### config.mk
export PLATFORM = sky130hd
export DESIGN_NAME = delimiter_string_splitter
export DESIGN_NICKNAME = d
export VERILOG_FILES = /design/src/design/dss_pkg.sv /design/src/design/dss_cell.sv /design/src/design/dss_cfg.sv /design/src/design/delimiter_string_splitter.sv
export VERILOG_INCLUDE_DIRS = /design/src /design/src/design
export SDC_FILE = /design/constraint.sdc
export NUM_CORES = 1
export LEC_CHECK = 0
export BUFFER_PORTS_ARGS = -buffer_cell sky130_fd_sc_hd__buf_4
export CORE_ASPECT_RATIO = 0.7
export CORE_MARGIN = 2
export CORE_UTILIZATION = 40
export CTS_BUF_LIST = sky130_fd_sc_hd__clkbuf_8
export DETAILED_ROUTE_END_ITERATION = 8
export PLACE_DENSITY_LB_ADDON = 0.3
export SYNTH_ARGS = -nofsm -noshare
export SYNTH_HDL_FRONTEND = slang
export SYNTH_HIERARCHICAL = 1
export SYNTH_SLANG_ARGS = --single-unit
### constraint.sdc
create_clock -name i_clk -period 4 [get_ports i_clk]
set_input_delay 0.4 -clock i_clk [delete_from_list [all_inputs] [get_ports i_clk]]
set_output_delay 0.4 -clock i_clk [all_outputs]
set_load 0.03 [all_outputs]
### src/design/delimiter_string_splitter_macros.svh
// Assertion macros shared by the delimiter string splitter.
// Included by the top level; depends on nothing else.
`ifndef DELIMITER_STRING_SPLITTER_MACROS_SVH
`define DELIMITER_STRING_SPLITTER_MACROS_SVH

`define DSS_ASSERT_IMPLY(label, clk, rst_n, lhs, rhs) \
    label: assert property (@(posedge clk) disable iff (!rst_n) (lhs) |-> (rhs)) \
        else $error("dss: same-cycle implication violated");

`define DSS_ASSERT_NEXT(label, clk, rst_n, lhs, rhs) \
    label: assert property (@(posedge clk) disable iff (!rst_n) (lhs) |=> (rhs)) \
        else $error("dss: next-cycle implication violated");

`endif

### src/design/dss_pkg.sv
// Package of the delimiter string splitter: beat types, cell control and constants.
// Used by every module of the block; depends on nothing.
package dss_pkg;

    localparam int DEF_MAX_DELIM = 8;
    localparam int BYTE_W        = 8;
    localparam int DELIM_W       = 64;
    localparam int LEN_REG_W     = 4;
    localparam int PADDR_W       = 4;
    localparam int PDATA_W       = 64;

    localparam logic REG_DELIM_BYTES  = 1'b0;
    localparam logic REG_DELIM_LENGTH = 1'b1;

    typedef struct packed {
        logic [BYTE_W-1:0] in_byte;
        logic              end_of_text;
    } t_in_beat;

    typedef struct packed {
        logic [BYTE_W-1:0] token_byte;
        logic              byte_valid;
        logic              token_end;
        logic              run_last;
    } t_out_beat;

    typedef struct packed {
        logic load;
        logic shift;
    } t_cell_ctl;

endpackage

### src/design/dss_cell.sv
// One byte cell of the delimiter window chain.
// Depends on dss_pkg; instantiated by delimiter_string_splitter.
module dss_cell (
    input  logic                        i_clk,
    input  dss_pkg::t_cell_ctl          i_ctl,
    input  logic                        i_take_new,
    input  logic [dss_pkg::BYTE_W-1:0]  i_new_byte,
    input  logic [dss_pkg::BYTE_W-1:0]  i_delim_byte,
    input  logic [dss_pkg::BYTE_W-1:0]  i_next_eff,
    output logic [dss_pkg::BYTE_W-1:0]  o_eff,
    output logic                        o_eq
);

    logic [dss_pkg::BYTE_W-1:0] r_byte;
    logic [dss_pkg::BYTE_W-1:0] n_byte;

    assign o_eff  = i_take_new ? i_new_byte : r_byte;
    assign o_eq   = (o_eff == i_delim_byte);
    assign n_byte = i_ctl.shift ? i_next_eff : o_eff;

    always_ff @(posedge i_clk) begin
        if (i_ctl.load) begin
            r_byte <= n_byte;
        end
    end

endmodule

### src/design/dss_cfg.sv
// APB-style configuration registers of the splitter and the clamped delimiter length.
// Depends on dss_pkg; instantiated by delimiter_string_splitter.
module dss_cfg #(
    parameter int MAX_DELIM = dss_pkg::DEF_MAX_DELIM,
    localparam int FW = $clog2(MAX_DELIM + 1)
) (
    input  logic                         i_clk,
    input  logic                         i_rst_n,
    input  logic                         psel,
    input  logic                         penable,
    input  logic                         pwrite,
    input  logic [dss_pkg::PADDR_W-1:0]  paddr,
    input  logic [dss_pkg::PDATA_W-1:0]  pwdata,
    output logic [dss_pkg::PDATA_W-1:0]  prdata,
    output logic                         pready,
    output logic [dss_pkg::DELIM_W-1:0]  o_delim,
    output logic [FW-1:0]                o_len
);

    logic [dss_pkg::DELIM_W-1:0]   r_delim;
    logic [dss_pkg::LEN_REG_W-1:0] r_len;
    logic                          wr_en;

    assign pready  = 1'b1;
    assign wr_en   = psel && penable && pwrite && pready;
    assign o_delim = r_delim;

    always_ff @(posedge i_clk) begin
        if (!i_rst_n) begin
            r_delim <= '0;
            r_len   <= dss_pkg::LEN_REG_W'(1);
        end else if (wr_en) begin
            case (paddr[3])
                dss_pkg::REG_DELIM_BYTES:  r_delim <= pwdata[dss_pkg::DELIM_W-1:0];
                dss_pkg::REG_DELIM_LENGTH: r_len   <= pwdata[dss_pkg::LEN_REG_W-1:0];
                default: ;
            endcase
        end
    end

    always_comb begin
        case (paddr[3])
            dss_pkg::REG_DELIM_BYTES:  prdata = dss_pkg::PDATA_W'(r_delim);
            dss_pkg::REG_DELIM_LENGTH: prdata = dss_pkg::PDATA_W'(r_len);
            default:                   prdata = '0;
        endcase
    end

    always_comb begin
        if (r_len == '0) begin
            o_len = FW'(1);
        end else if (r_len > dss_pkg::LEN_REG_W'(MAX_DELIM)) begin
            o_len = FW'(MAX_DELIM);
        end else begin
            o_len = FW'(r_len);
        end
    end

endmodule

### src/design/delimiter_string_splitter.sv
// Delimiter string splitter: cuts a byte stream into tokens at a multi-byte delimiter.
// Depends on dss_pkg, dss_cfg, dss_cell and delimiter_string_splitter_macros.svh.
// The window of recent bytes lives in a row of MAX_DELIM byte cells that compare
// against the delimiter in parallel and shift toward the oldest cell as bytes leave.
// Each beat on the output carries one result, so an input beat that yields several
// results stalls the input while they leave one at a time through the single output
// register. The window needs no clearing after reset.
`include "delimiter_string_splitter_macros.svh"

module delimiter_string_splitter #(
    parameter int MAX_DELIM = dss_pkg::DEF_MAX_DELIM
) (
    input  logic                         i_clk,
    input  logic                         i_rst_n,
    input  logic                         i_in_valid,
    output logic                         o_in_stall,
    input  dss_pkg::t_in_beat            i_in_data,
    output logic                         o_out_valid,
    input  logic                         i_out_stall,
    output dss_pkg::t_out_beat           o_out_data,
    input  logic                         psel,
    input  logic                         penable,
    input  logic                         pwrite,
    input  logic [dss_pkg::PADDR_W-1:0]  paddr,
    input  logic [dss_pkg::PDATA_W-1:0]  pwdata,
    output logic [dss_pkg::PDATA_W-1:0]  prdata,
    output logic                         pready
);

    localparam int FW = $clog2(MAX_DELIM + 1);

    typedef enum logic {
        PH_MAIN,
        PH_FLUSH
    } t_phase;

    logic [dss_pkg::DELIM_W-1:0] delim;
    logic [FW-1:0]               len;

    logic [dss_pkg::BYTE_W-1:0]  eff [MAX_DELIM];
    logic [MAX_DELIM-1:0]        eq;
    logic [MAX_DELIM-1:0]        sel_new;
    dss_pkg::t_cell_ctl          cell_ctl;

    t_phase             r_phase, n_phase, cur_phase;
    logic               r_busy;
    logic [FW-1:0]      r_fill, n_fill, cur_fill;
    logic               r_tok, n_tok;
    logic               r_eot, cur_eot;
    logic               r_out_v;
    dss_pkg::t_out_beat r_out;

    logic match, emit, emit_close, shift, more, go_flush, adv, step;

    dss_cfg #(
        .MAX_DELIM(MAX_DELIM)
    ) u_cfg (
        .i_clk   (i_clk),
        .i_rst_n (i_rst_n),
        .psel    (psel),
        .penable (penable),
        .pwrite  (pwrite),
        .paddr   (paddr),
        .pwdata  (pwdata),
        .prdata  (prdata),
        .pready  (pready),
        .o_delim (delim),
        .o_len   (len)
    );

    assign cell_ctl.load  = step;
    assign cell_ctl.shift = shift;

    for (genvar k = 0; k < MAX_DELIM; k++) begin : g_cell
        logic [dss_pkg::BYTE_W-1:0] next_eff;

        if (k == MAX_DELIM - 1) begin : g_tail
            assign next_eff = '0;
        end else begin : g_link
            assign next_eff = eff[k+1];
        end

        assign sel_new[k] = !r_busy && (r_fill == FW'(k));

        dss_cell u_cell (
            .i_clk        (i_clk),
            .i_ctl        (cell_ctl),
            .i_take_new   (sel_new[k]),
            .i_new_byte   (i_in_data.in_byte),
            .i_delim_byte (delim[k*dss_pkg::BYTE_W +: dss_pkg::BYTE_W]),
            .i_next_eff   (next_eff),
            .o_eff        (eff[k]),
            .o_eq         (eq[k])
        );
    end

    always_comb begin
        match = 1'b1;
        for (int k = 0; k < MAX_DELIM; k++) begin
            if ((FW'(k) < len) && !eq[k]) begin
                match = 1'b0;
            end
        end
    end

    always_comb begin
        cur_fill  = r_busy ? r_fill : FW'(r_fill + 1'b1);
        cur_phase = r_busy ? r_phase : PH_MAIN;
        cur_eot   = r_busy ? r_eot : i_in_data.end_of_text;

        emit       = 1'b0;
        emit_close = 1'b0;
        shift      = 1'b0;
        go_flush   = 1'b0;
        more       = 1'b0;
        n_fill     = cur_fill;
        n_tok      = r_tok;
        n_phase    = cur_phase;

        if (cur_phase == PH_MAIN) begin
            if (cur_fill > len) begin
                emit   = 1'b1;
                shift  = 1'b1;
                n_fill = cur_fill - 1'b1;
                n_tok  = 1'b1;
            end else if (cur_fill == len) begin
                if (match) begin
                    n_fill = '0;
                    if (r_tok) begin
                        emit       = 1'b1;
                        emit_close = 1'b1;
                        n_tok      = 1'b0;
                        n_phase    = PH_FLUSH;
                    end
                end else begin
                    emit    = 1'b1;
                    shift   = 1'b1;
                    n_fill  = cur_fill - 1'b1;
                    n_tok   = 1'b1;
                    n_phase = PH_FLUSH;
                end
            end else begin
                go_flush = 1'b1;
            end
        end else begin
            go_flush = 1'b1;
        end

        if (go_flush && cur_eot) begin
            if (cur_fill != '0) begin
                emit    = 1'b1;
                shift   = 1'b1;
                n_fill  = cur_fill - 1'b1;
                n_tok   = 1'b1;
                n_phase = PH_FLUSH;
            end else if (r_tok) begin
                emit       = 1'b1;
                emit_close = 1'b1;
                n_tok      = 1'b0;
                n_phase    = PH_FLUSH;
            end
        end

        if (emit) begin
            if (n_phase == PH_MAIN) begin
                more = (n_fill >= len) || cur_eot;
            end else begin
                more = cur_eot && ((n_fill != '0) || n_tok);
            end
        end
    end

    assign adv        = !emit || !r_out_v || !i_out_stall;
    assign o_in_stall = r_busy || !adv;
    assign step       = r_busy ? adv : (i_in_valid && !o_in_stall);

    always_ff @(posedge i_clk) begin
        if (!i_rst_n) begin
            r_phase <= PH_MAIN;
            r_busy  <= 1'b0;
            r_fill  <= '0;
            r_tok   <= 1'b0;
            r_eot   <= 1'b0;
            r_out_v <= 1'b0;
        end else begin
            if (step) begin
                r_phase <= n_phase;
                r_busy  <= emit && more;
                r_fill  <= n_fill;
                r_tok   <= n_tok;
                r_eot   <= cur_eot;
            end
            if (step && emit) begin
                r_out_v            <= 1'b1;
                r_out.token_byte   <= emit_close ? '0 : eff[0];
                r_out.byte_valid   <= !emit_close;
                r_out.token_end    <= emit_close;
                r_out.run_last     <= !more;
            end else if (!i_out_stall) begin
                r_out_v <= 1'b0;
            end
        end
    end

    assign o_out_valid = r_out_v;
    assign o_out_data  = r_out;

    `DSS_ASSERT_IMPLY(a_room_for_byte, i_clk, i_rst_n, !r_busy, r_fill < FW'(MAX_DELIM))
    `DSS_ASSERT_IMPLY(a_more_means_busy, i_clk, i_rst_n, r_out_v && !r_out.run_last, r_busy)
    `DSS_ASSERT_IMPLY(a_text_end_clears, i_clk, i_rst_n, !r_busy && r_eot, (r_fill == '0) && !r_tok)
    `DSS_ASSERT_NEXT(a_busy_step_loads, i_clk, i_rst_n, r_busy && adv, r_out_v)

endmodule
* Yosys cells after proc, flatten, opt, wreduce, memory -nomap -nowiden
Cells that the tools add are included.
Widths: inputs -> output; s select.
** Cells by class
- Muxes and demuxes :: 75
- Bitwise gates (word level) :: 1
- Magnitude comparators :: 11
- Equal/unequal tests :: 17
- Add/sub/neg operators :: 2
- Reduce and logical (&&, ||, !) cells :: 51
** Operators by type and width (number)
- $pmux 64 s2 :: 1
- $mux 8 :: 15
- $eq 8x8->1 :: 8
- $mux 1 :: 50
- $mux 4 :: 9
- $logic_and 1x1->1 :: 23
- $eq 4x3->1 const B :: 4
- $logic_not 1->1 :: 16
- $lt 3x4->1 const A :: 4
- $eq 4x2->1 const B :: 2
- $logic_not 4->1 :: 2
- $lt 1x4->1 const A :: 2
- $lt 2x4->1 const A :: 2
- $reduce_bool 4->1 :: 2
- $reduce_and 2->1 :: 3
- $logic_or 1x1->1 :: 5
- $add 4x1->4 const B :: 1
- $eq 4x1->1 const B :: 1
- $eq 4x4->1 :: 1
- $ge 4x4->1 :: 1
- $gt 4x4->1 :: 1
- $gt 4x4->1 const B :: 1
- $sub 4x1->4 const B :: 1
- $ne 2x1->1 const B :: 1
- $not 1->1 :: 1
** Storage, ports and cells
- Output and inout bits :: 78
- Register bits :: 152
- Word-level logic and storage cells :: 177

* Logic depth before layout (Yosys ltp)
Gate-level depths: netlist of run 1.
- Depth after elaboration :: 31
- Mapped depth :: 24
- Gate-level depth less buffers :: 22

* Hierarchy
Netlist of run 1, hierarchy kept.
** Modules (own cells, without submodules)
- dss_cell :: area an instance 559.3 um2, times used 8, sequential area each 240.2 um2, cells an instance 37
- dss_cfg :: area an instance 3198.1 um2, times used 1, sequential area each 1361.3 um2, cells an instance 371
- delimiter_string_splitter :: area an instance 1636.6 um2, times used 1, sequential area each 510.5 um2, cells an instance 183

* Least setup slack after synthesis of run 1
No wires, ideal clock.
- Kind :: register to register
- From :: register r_busy
- To :: register r_out (netlist bit o_out_data[0]) (data pin)
- Arrival :: 4.048 ns
- Required time :: 3.734 ns
- Stages on the path, launching flop included :: 21
- Path slack :: -0.314 ns
- Setup time :: 0.266 ns
- Cells stage by stage :: dfxtp_1 buf_2 buf_2 nor3_1 and2_1 buf_6 mux2_4 xnor2_1 nand4_1 nor2_1 o21ai_1 a2111oi_2 nand2_2 nor3b_1 or3_4 ha_1 a21o_1 a21o_1 a21oi_1 o21ai_1 or3b_1
** RTL lines
- from (decl) :: line delimiter_string_splitter.sv:46 : logic r_busy;
- from (signal assigned) :: line delimiter_string_splitter.sv:188 : r_busy <= emit && more;
- to (decl) :: line delimiter_string_splitter.sv:51 : dss_pkg::t_out_beat r_out;

==> summary.md, run 1 <==
| Metric | Value |
|---|---|
| Fin worst setup slack | -192.5 ps |
| Commonest cells post-synth | nand2_1 (154), dfxtp_1 (77), edfxtp_1 (75) |
| Crit-path max FO | 8 |
| CTS tree | built |
| Synth Flop Type | dfxtp_1 |
| Max-Cap Viols | 0 |
| P_leak | 5.050 nW |
| Clock Sink Count | 152 |
| Drt wl/cell | 17.02 µm |
| Peak supply drop | 0.7366 mV |
| Sequential fraction of the synthesis area | 0.4075 |
| Hold Vio Cnt, Final | 0 |
| Finished Cell Area | 12340 µm² |
| I/O pin cnt | 162 |
| Failing checks | setup timing |
| Area Overhead vs Synth | 32.54% |
| Hold Buf Count CTS | 0 |
| Post-synth top area share | 0.2419 |
| Top post-synthesis cells by area | edfxtp_1 (24%), dfxtp_1 (17%), mux2_4 (10%), mux2_2 (8.2%), mux2i_1 (7.5%) |
| Initial Util | 0.4095 |
| Placer Congestion | 0.9246 |
| WP buf/inv | 1 |
| Routed Antenna Nets | 0 |
| Clk slew on worst S/H paths | 90 ps |
| Initial antenna violation count | 0 |
| Initial drt markers | 351 |
| Share of cells above drive strength 1 | 0.4638 |
| Maximum root-to-sink buffer count | 2 |
| Die footprint | 24530 µm² |
| Fillers | 2033 |
| Area of the multi-input gates | 5381 µm² |
| Hold Worst Slack | 178.2 ps |
| CP endpoint kind | flip-flop |
| Num rows | 46 |
| Clk Tree Root Cell | clkbuf_8 |
| Sw frac | 0.3476 |
| Max_slew headroom | 0.2739 |
| Worst setup path category | flip-flop to flip-flop |
| Largest area contributor in the netlist | edfxtp_1 |
| Crit path max-delay family | simple AND/OR/NAND/NOR gates |
| Worst EP arrival | 4410 ps |
| Asr flop ratio synth | 0 |
| Overall Power | 10.93 mW |
| Grt total ovfl | 0 |
| Fmax | 238.5 MHz |
| Netlist cell types | 61 |
| First-pass iteration count of the detailed router | 5 |
| Port Buf Inserts | 157 |
| Clock Latency Late Sink | 470 ps |
| Outcome | finished with violations |
| CTS buffer count | 17 |
| NumNets Final | 1204 |
| Pwr/cell area | 886.2 nW/µm² |
| NetSw | 3.800 mW |
| Ys Warns | 6 |
| Die Y | 131.6 µm |
| Startpoint types | flip-flop |
| Register bit total from synthesis | 152 |
| Drc violations | 0 |
| H-tree levels | 4 |
| Most common cell in the netlist | nand2_1 |
| Worst path slowest cell | or3_4 |
| Reg area | 3804 µm² |
| CORE AREA | 22730 µm² |
| Area after DPL | 11590 µm² |
| Synthesized area | 9309 µm² |
| Number of global-route vias before repair | 6916 |
| Count of final setup violators | 3 |
| Via Count | 7026 |
| Largest net degree at the start of global routing | 87 |
| Vias per cell | 4.910 |
| Post-DP HPWL | 17.76 mm |
| Most frequent CP cell | a21o_1 |
| Clock Power Share | 0.130 |
| Flop pwr share | 0.243 |
| DIE WIDTH | 186.3 µm |
| Required time of the critical path | 4210 ps |
| Post-Synthesis Cells | 850 |
| Slowest stage delay, CP | 390 ps |
| RSZ-0062 raised after global routing | true |
| Combinational Power Share | 0.628 |
| Final Cycle Share | 1.048 |
| Mapped Avg Cell Area | 10.95 µm² |
| Post-Route WL | 24.35 mm |
| Clock skew | 14.77 ps |
| P_int | 7.134 mW |
| Final Max Tran Viols | 0 |
| Crit-path cells | inv_2, ha_2, and3_4, mux2_4, xnor2_1, nand4_1, nor2_2, nand2b_1, a21oi_2, a2111oi_4, nand2_2, nor3b_2, or3_4, ha_4, a21o_1, a21o_1, a21oi_1, o21ai_1, or3b_1 |
| First-pass GRT wire length | 38.24 mm |
| Total GRT Usage | 0.1975 |
| Diode count | 0 |
| Worst slew pin tran | 1085 ps |
| Worst Hold Class | input pin to flip-flop |
| Number of flops mapped to enable cells by yosys | 75 |
| Final worst path period need | 4192 ps |
## state kept, by name, indices dropped and copies added (netlist names)
name	flops
r_fill	4
r_eot	1
r_phase	1
u_cfg/r_len	4
r_busy	1
o_out_data	11
o_out_valid	1
r_tok	1
g_cell.u_cell/r_byte	64
u_cfg/o_delim	64
## power groups by stage
| stage | logic (mW) | clock network (mW) | registers (mW) |
|---|---|---|---|
| floorplan | 4.40 | 0 | 2.70 |
| global route | 7.37 | 1.51 | 2.70 |
| global placement | 6.49 | 0 | 2.66 |
| detailed placement | 6.59 | 0 | 2.69 |
| CTS | 6.76 | 1.45 | 2.66 |
| finish | 6.86 | 1.42 | 2.65 |
## per-stage QoR
stage,utilization,setup WS [ps],TNS (ps),instances
final,0.5427,-192.5,-342.0,1431
after CTS,0.5365,-218.2,-490.5,1425
after global routing,0.5427,-346.5,-2994,1431
after global placement,0.5100,-359.3,-644.8,1387
after floorplan,-,-81.23,-81.23,857
after detailed placement,0.5100,-441.5,-5199,1387
## path summary, 6_finish.rpt
kind	slack, ps	start	depth (start not counted)	end
worst max-delay path	-190	r_fill[0]	19	o_out_data[0]
worst max register to register	-190	r_fill[0]	19	o_out_data[0]
worst min-delay path	180	pwdata[61]	3	u_cfg/o_delim[61]
worst min register to register	490	u_cfg/o_delim[59]	2	u_cfg/o_delim[59]
## tightest hold or removal path, stage by stage
cell and delay, ps:
buf_4 110, nand2_1 40, mux2i_1 50
## what timing repair did
action,in CTS,in global routing
setup buffers,6,6
resized for setup,28,19
cloned,0,0
pin swaps,11,8
endpoints found under the setup margin,68,81
## layer usage
metal	share of wire	wire length [µm]	vias to the layer above	track usage
li1	-	-	3450	-
met1	0.50	12060	3379	0.2825
met2	0.45	10890	186	0.3068
met3	0.051	1237	11	0.04274
met4	0.0065	159	0	0.03867
met5	0	0	-	0
## area by class of cell
type / instances / share of cell area
Sequential cell: 152 / 0.3083
Clock buffer: 17 / 0.01896
Inverter: 14 / 0.004665
Clock inverter: 15 / 0.01927
Timing Repair Buffer: 282 / 0.1810
Tap cell: 312 / 0.03164
Multi-Input combinational cell: 639 / 0.4362
## cells in the final DEF (no fill, tap or decap), types with 9 or more instances in the layout
| cell type | n |
|---|---|
| xnor2_1 | 46 |
| nand4_1 | 17 |
| edfxtp_1 | 75 |
| mux2_2 | 68 |
| mux2_4 | 64 |
| clkbuf_8 | 17 |
| dfxtp_1 | 73 |
| and2_1 | 9 |
| mux2i_1 | 70 |
| buf_4 | 272 |
| nor2b_1 | 64 |
| nor2_1 | 13 |
| buf_12 | 9 |
| conb_1 | 9 |
| nand2_1 | 151 |
| xnor2_2 | 21 |
| inv_1 | 11 |
| ha_1 | 10 |
## logic make-up after synthesis
logic type | share of synthesized area
AND/OR/NAND/NOR | 0.1590
AO/OA/AOI/OAI | 0.03871
other | 0.0008068
flip-flops | 0.4075
multiplexers | 0.2608
XOR/XNOR | 0.07218
adder cells (fa/ha/maj) | 0.01882
buffers and inverters | 0.04220
Power figures use the tool's default switching activity.
==> run 2: changes to the inputs <==
==> constraint.sdc (replaced) <==
create_clock -name i_clk -period 4 [get_ports i_clk]
set_input_delay 0 -clock i_clk [delete_from_list [all_inputs] [get_ports i_clk]]
set_output_delay 0 -clock i_clk [all_outputs]
set_load 0.03 [all_outputs]
==> summary.md, run 2 (same netlist as run 1, synthesis figures left out) <==
| Metric | Value |
|---|---|
| Clock Latency Late Sink | 470 ps |
| Critical path endpoint | o_out_data[0] |
| Initial drt markers | 458 |
| Die Y | 131.6 µm |
| Max-Cap Viols | 0 |
| Flop2flop setup slack | -320 ps |
| Maximum root-to-sink buffer count | 2 |
| Startpoint types | flip-flop |
| Worst slew pin tran | 923.2 ps |
| Routed Antenna Nets | 0 |
| Initial antenna violation count | 0 |
| Pwr/cell area | 835.8 nW/µm² |
| Required time of the critical path | 4220 ps |
| H-tree levels | 4 |
| Most frequent cells in the layout | buf_4 (268), nand2_1 (151), edfxtp_1 (75), dfxtp_1 (73), mux2i_1 (70) |
| Largest net degree at the start of global routing | 93 |
| R2R depth | 18 |
| Crit path max-delay family | simple AND/OR/NAND/NOR gates |
| Fillers | 1914 |
| Max_slew headroom | 0.3845 |
| Clk Tree Root Cell | clkbuf_8 |
| Total Neg Setup Slack | -482.9 ps |
| Via Count | 7227 |
| Final Cycle Share | 1.081 |
| First-pass GRT wire length | 39.21 mm |
| Fmax | 231.3 MHz |
| Post-Route WL | 25.24 mm |
| Post-DP HPWL | 17.66 mm |
| Final core utilization | 0.5685 |
| Area after DPL | 11650 µm² |
| Crit-path cells | buf_4, nor2_4, and3_2, mux2_4, xnor2_1, nand4_1, nor2_1, a21oi_1, a2111oi_4, nand2_2, nor3b_2, or3_4, ha_4, a21o_1, a21o_1, a21oi_1, o21ai_1, or3b_1 |
| Peak supply drop | 0.5564 mV |
| Diode count | 0 |
| Vias per cell | 4.834 |
| Levels on crit path | 18 |
| Clk slew on worst S/H paths | 90 ps |
| Number of global-route vias before repair | 7093 |
| RSZ-0062 raised after global routing | true |
| Count of final setup violators | 2 |
| Reg area | 3801 µm² |
| Hold Vio Cnt, Final | 0 |
| DIE WIDTH | 186.3 µm |
| Drt wl/cell | 16.88 µm |
| Total GRT Usage | 0.2035 |
| Share of cells above drive strength 1 | 0.4345 |
| Area Overhead vs Synth | 38.84% |
| I/O pin cnt | 162 |
| Drc violations | 0 |
| CTS buffer count | 17 |
| Final Max Tran Viols | 0 |
| Die footprint | 24530 µm² |
| Slowest stage delay, CP | 410 ps |
| Commonest non-fill, non-tap cell in the layout | buf_4 |
| Outcome | finished with violations |
| Worst EP arrival | 4550 ps |
| Clock Sink Count | 152 |
| Clock skew | 17.37 ps |
| Fin worst setup slack | -323.9 ps |
| Finished Cell Area | 12920 µm² |
| Grt total ovfl | 0 |
| Hold Worst Slack | 57.50 ps |
| Worst setup path category | flip-flop to flip-flop |
| Worst Hold Class | input pin to flip-flop |
| Final worst path period need | 4324 ps |
| R2R Path End | o_out_data[0] |
| Crit-path max FO | 8 |
| Failing checks | setup timing |
| Worst path slowest cell | a2111oi_4 |
| Num rows | 46 |
| Area of the multi-input gates | 5411 µm² |
| CORE AREA | 22730 µm² |
| WP buf/inv | 1 |
| CP endpoint kind | flip-flop |
| Reg2reg start | r_fill[3] |
| Pre-CTS setup slack | -526.1 ps |
| NumNets Final | 1268 |
| P_leak | 5.306 nW |
| Worst Setup SP | r_fill[3] |
| Initial Util | 0.4095 |
| First-pass iteration count of the detailed router | 5 |
| Port Buf Inserts | 157 |
| CTS tree | built |
| Placer Congestion | 0.8928 |
[run 2: cell types whose count changed in the layout (fill, tap and decap cells not counted), sizes merged]
cell,before,now
bufinv,5,2
dlygate4sd3,0,66
inv,20,18
clkinv,3,8
buf,282,280
[run 2: repair_timing]
action                                  4_1_cts  5_1_grt
resized for setup                            28       21
cloned                                        0        0
buffers inserted                              2        1
endpoints found under the hold margin        71        0
hold buffers                                 66        0
endpoints found under the setup margin       68       78
pin swaps                                    11       13
[run 2: worst min path at each step]
stage / startpoint / to / cells past startpoint
detailed placement: pwdata[55] / u_cfg/o_delim[55] / 3
floorplan: pwdata[10] / u_cfg/o_delim[10] / 2
global route: pwrite / u_cfg/r_len[1] / 3
global placement: pwdata[61] / u_cfg/o_delim[61] / 3
CTS: pwrite / u_cfg/r_len[3] / 3
finish: pwrite / u_cfg/r_len[3] / 3
[run 2: power breakdown]
| group | total, mW | switching (mW) | internal (mW) |
|---|---|---|---|
| combinational | 6.98 | 3.02 | 3.97 |
| clock | 1.18 | 0.627 | 0.556 |
| sequential | 2.64 | 0.162 | 2.47 |
[run 2: layout make-up]
| class | count | area share |
|---|---|---|
| clock inverter | 15 | 0.01162 |
| tap | 312 | 0.03020 |
| clock buffer | 17 | 0.01810 |
| inverter | 14 | 0.004647 |
| sequential | 152 | 0.2941 |
| timing repair buffer | 346 | 0.2227 |
| multi-input combinational | 639 | 0.4187 |
[run 2: worst reg2reg max path, cell delays in order (launching register included)]
cell and delay, ps:
dfxtp_2 350, buf_4 150, nor2_4 150, and3_2 370, mux2_4 350, xnor2_1 160
nand4_1 120, nor2_1 190, a21oi_1 130, a2111oi_4 410, nand2_2 110, nor3b_2 160
or3_4 400, ha_4 270, a21o_1 100, a21o_1 110, a21oi_1 60, o21ai_1 150
or3b_1 350
[run 2: metrics by stage]
step / cells / power (mW)
2_1_floorplan: 857 / 7.101
3_3_place_gp: 1395 / 9.223
3_5_place_dp: 1395 / 9.341
4_1_cts: 1494 / 10.72
5_1_grt: 1495 / 11.43
6_report: 1495 / 10.80
[run 2: per-layer routing]
metal / wire, µm / GRT usage / up-vias
met5: 0 / 0 / -
met1: 12530 / 0.2867 / 3440
li1: - / - / 3580
met2: 11190 / 0.3114 / 183
met3: 1223 / 0.04487 / 24
met4: 301 / 0.06044 / 0
